==> src/rtl/ssi_pkg.sv <==
package ssi_pkg;

    // Fixed-point formats
    localparam int DATA_W = 32;
    localparam int FRAC_W = 16;
    localparam int LAM_W  = 17;
    localparam int ACC_W  = 50;

    localparam logic [LAM_W-1:0] LAMBDA_ONE = 17'h10000;

    // Results per generate item never exceed this
    localparam int RESULT_LIMIT = 16;

    // Item operations
    typedef enum logic {
        OP_LOAD     = 1'b0,
        OP_GENERATE = 1'b1
    } t_item_op;

    // Configuration register indexes and reset values
    localparam int            CFG_IDX_W  = 2;
    localparam int            CFG_DATA_W = 11;
    localparam logic [1:0]    CFG_ROWS   = 2'd0;
    localparam logic [1:0]    CFG_COLS   = 2'd1;
    localparam logic [10:0]   ROWS_RESET = 11'd1024;
    localparam logic [4:0]    COLS_RESET = 5'd16;

    // Shared arithmetic unit operations
    localparam logic [1:0] ALU_NOP = 2'd0;
    localparam logic [1:0] ALU_SUB = 2'd1;
    localparam logic [1:0] ALU_MUL = 2'd2;
    localparam logic [1:0] ALU_ADD = 2'd3;

    typedef struct packed {
        logic       en;
        logic [1:0] op;
    } t_alu_ctl;

endpackage

==> src/rtl/ssi_alu.sv <==
module ssi_alu (
    input  logic                       i_clk,
    input  ssi_pkg::t_alu_ctl          i_ctl,
    input  logic [ssi_pkg::DATA_W-1:0] i_anchor,
    input  logic [ssi_pkg::DATA_W-1:0] i_neighbor,
    input  logic [ssi_pkg::LAM_W-1:0]  i_lambda,
    output logic [ssi_pkg::DATA_W-1:0] o_result
);

    localparam int EXT_W = ssi_pkg::ACC_W - ssi_pkg::DATA_W;

    logic signed [ssi_pkg::ACC_W-1:0]   r_acc;
    logic signed [ssi_pkg::ACC_W-1:0]   w_a_ext;
    logic signed [ssi_pkg::ACC_W-1:0]   w_n_ext;
    logic signed [ssi_pkg::DATA_W:0]    w_diff;
    logic signed [ssi_pkg::LAM_W:0]     w_lam;
    logic signed [ssi_pkg::ACC_W:0]     w_prod;
    logic signed [ssi_pkg::ACC_W-1:0]   w_shift;

    assign w_a_ext = {{EXT_W{i_anchor[ssi_pkg::DATA_W-1]}}, i_anchor};
    assign w_n_ext = {{EXT_W{i_neighbor[ssi_pkg::DATA_W-1]}}, i_neighbor};
    assign w_diff  = r_acc[ssi_pkg::DATA_W:0];
    assign w_lam   = {1'b0, i_lambda};
    assign w_prod  = w_diff * w_lam;
    assign w_shift = r_acc >>> ssi_pkg::FRAC_W;

    // Accumulator: difference, then weighted product, then anchor + floor(product)
    always_ff @(posedge i_clk) begin
        if (i_ctl.en) begin
            unique case (i_ctl.op)
                ssi_pkg::ALU_SUB: r_acc <= w_n_ext - w_a_ext;
                ssi_pkg::ALU_MUL: r_acc <= w_prod[ssi_pkg::ACC_W-1:0];
                ssi_pkg::ALU_ADD: r_acc <= w_a_ext + w_shift;
                default:          r_acc <= r_acc;
            endcase
        end
    end

    assign o_result = r_acc[ssi_pkg::DATA_W-1:0];

endmodule

==> config.mk <==
export PLATFORM = sky130hd
export DESIGN_NAME = ssi_alu
export DESIGN_NICKNAME = d
export VERILOG_FILES = /design/src/rtl/ssi_pkg.sv /design/src/rtl/ssi_alu.sv
export SDC_FILE = /design/constraint.sdc
export NUM_CORES = 2
export LEC_CHECK = 0
export CAP_MARGIN = 20
export CORE_UTILIZATION = 40
export DETAILED_ROUTE_END_ITERATION = 10
export DONT_BUFFER_PORTS = 1
export GPL_TIMING_DRIVEN = 0
export PLACE_DENSITY_LB_ADDON = 0.12
export RECOVER_POWER = 100
export SYNTH_ARGS = -nofsm -noshare
export SYNTH_HDL_FRONTEND = slang
export SYNTH_SLANG_ARGS = --single-unit
==> constraint.sdc <==
create_clock -name i_clk -period 19.95 [get_ports i_clk]
set_input_delay 1.995 -clock i_clk [delete_from_list [all_inputs] [get_ports i_clk]]
set_output_delay 1.995 -clock i_clk [all_outputs]
set_load 0.02 [all_outputs]
==> metrics.md <==
| Metric | Value |
|---|---|
| Final slew viol count | 35 |
| Most frequent cell after synthesis | inv_1 |
| Io pins | 117 |
| Flops & latches, synth | 50 |
| DR vias | 20,000 |
| Htree depth | 2 |
| WL/cell | 21.8 um |
| Setup TNS | 0 ns |
| Cell count after synthesis | 2,964 |
| Final-report hold violation count | 0 |
| Post-route ant nets | 0 |
| Clock sinks | 50 |
| Number of port buffers | 0 |
| Worst EP arrival | 9.20 ns |
| Post-synth top area cell | fa_1 |
| Layout cell share with drive strength beyond 1 | 1.01% |
| Hold Slack | 0.915 ns |
| Required @ worst endpoint | 20.06 ns |
| Failing checks | capacitance limit, slew limit |
| Worst-Skew Late Latency | 0.31 ns |
| Setup Buffers After CTS | 0 |
| Number of CTS-inserted buffers | 5 |
| Worst-case clock skew | 0.0103 ns |
| Clock Path Buffers | 2 |
| Ys Warns | 0 |
| Synth top area share | 41.6% |
| Sequential-to-total area share from yosys stat | 5.85% |
| Starting Density | 40.6% |
| Largest cells by area after synthesis | fa_1 (42%), inv_1 (10%), ha_1 (8.9%) |
| WL final | 83.6 mm |
| Post-synth cell types | 74 |
| Max Fclk | 0.110 GHz |
| WS Path Type | in2reg |
| Number of global-route vias before repair | 21,000 |
| Clk root buf | clkbuf_16 |
| GP Congestion | 0.918 |
| CTS tree | built |
| Nets | 3,773 |
| Relative slew margins | -38.7% |
| Hold buffers post-CTS | 0 |
| Final setup viols | 0 |
| Unrepaired setup endpoints after global routing | no |
| 1st-pass router iterations | 5 |
| First-pass GRT wire length | 128 mm |
| Startpoint types | primary input |
| Post-CTS sizing | 0 |
| Largest net degree at the start of global routing | 35 |
| Status | finished, violations left |
| Die Y | 255 um |
| Synthesized cell area | 25,700 um2 |
| Post-synthesis area per instance | 8.66 um2 |
| Crit. End Element | flop |
| GR Overflow Total | 0 |
| Core Rows | 92 |
| Tightest Pin Transition | 2.08 ns |
| Hold Path Class | reg2reg |
| Main synth FF type | edfxtp_1 |
| Worst R2R Setup Slack | 11.97 ns |
| Die extent in x | 255 um |
| Core area | 63,200 um2 |
| Final min period | 9.10 ns |
| Synthesis-to-layout area growth | 4.26% |
| Post-synth EDFFs | 50 |
| Antenna violations before repair | 6 |
| Commonest cells in the netlist | inv_1 (705), fa_1 (533), and2_1 (341) |
| DRC | 0 |
| Syn Nets | 3,765 |
| Async SR Flop Fraction | 0% |
| Die area | 65,200 um2 |
| Tcrit/Tclk final | 45.6% |
| Top Registers | r_acc (50) |
| Number of flip-flops in the largest register | 50 |
| CP max FO | 10 |
| Final HPWL DP | 72.5 mm |
| Initial DRC Count | 1,384 |
| Max cap viols | 1 |
| DR vias/cell | 5.23 |
| Register bank with the most flops | r_acc |
| Clock-pin slew on the worst setup and hold paths | 0.08 ns |
| Tot GR Track Use | 26.0% |
## layer usage
metal / GRT usage, % / vias to the layer above / wire length, um
li1: - / 9054 / -
met1: 35.1 / 10300 / 35900
met2: 44.2 / 532 / 40700
met3: 3.94 / 90 / 4970
met4: 5.46 / 2 / 2030
met5: 0 / - / 12
## kinds of logic (layout without fill, tap and decap cells)
logic type | after synthesis | after routing | share of synthesized area, %
buffers and inverters | 857 | 866 | 13.0
and+or+nand+nor | 831 | 831 | 16.6
adders and majority gates | 716 | 716 | 50.5
AOI/OAI and AO/OA | 402 | 402 | 10.3
xor gates and xnor gates | 97 | 97 | 3.31
DFF | 50 | 50 | 5.85
muxes | 11 | 11 | 0.434
other | 0 | 8 | 0
## placed cells by master (no fill, tap or decap), types with 20 or more instances in the layout
| master | n |
|---|---|
| nor2_1 | 79 |
| o21ai_0 | 81 |
| and3_1 | 24 |
| edfxtp_1 | 50 |
| fa_1 | 533 |
| ha_1 | 183 |
| nand3_1 | 20 |
| nand2_1 | 293 |
| and2_1 | 337 |
| clkbuf_1 | 144 |
| xnor2_1 | 58 |
| a21o_1 | 54 |
| xor2_1 | 39 |
| a21oi_1 | 108 |
| inv_1 | 705 |
| o211ai_1 | 22 |
## worst max-delay path, cell delays in order
cell and delay [ns]:
clkbuf_1 0.65, nand2_1 0.17, fa_1 0.46, inv_1 0.10
fa_1 0.44, ha_1 0.20, fa_1 0.48, inv_1 0.06
fa_1 0.49, fa_1 0.49, inv_1 0.05, ha_1 0.32
and3_1 0.16, a221oi_1 0.54, o221ai_1 0.51, a311o_1 0.60
a22o_1 0.38, a211oi_1 0.45, o31ai_1 0.19, xnor2_1 0.16
o21ai_0 0.28
## final timing paths
check,startpoint,to,depth (start not counted)
worst min-delay path,r_acc[49],r_acc[33],3
worst max register to register,r_acc[9],r_acc[49],22
worst min register to register,r_acc[49],r_acc[33],3
worst max-delay path,i_lambda[8],r_acc[45],21
## layout make-up
| type | count | area, um2 |
|---|---|---|
| fillers | 6480 | 36400 |
| diodes | 8 | 20.0 |
| repair buffers | 1 | 3.75 |
| plain buffers | 151 | 572 |
| clock buffers | 5 | 125 |
| flip-flops and latches | 50 | 1500 |
| multi-input cells | 2057 | 20800 |
| well taps | 846 | 1060 |
| clock inverters | 3 | 28.8 |
| inverters | 706 | 2650 |
## through the flow
| stage | utilization, % | std cells | area (um2) | setup WS, ns |
|---|---|---|---|---|
| final | 42.4 | 3827 | 26800 | 10.85 |
| after floorplan | - | 2964 | 25700 | 12.00 |
| after global routing | 42.3 | 3820 | 26800 | 10.57 |
| after detailed placement | 42.3 | 3811 | 26800 | 10.79 |
| after global placement | 42.3 | 3810 | 26700 | 10.87 |
| after CTS | 42.6 | 3819 | 26900 | 11.09 |
Power is left out: the tool's default activity adds up to more than one toggle a clock period on the data nets, which glitch-free logic cannot reach.
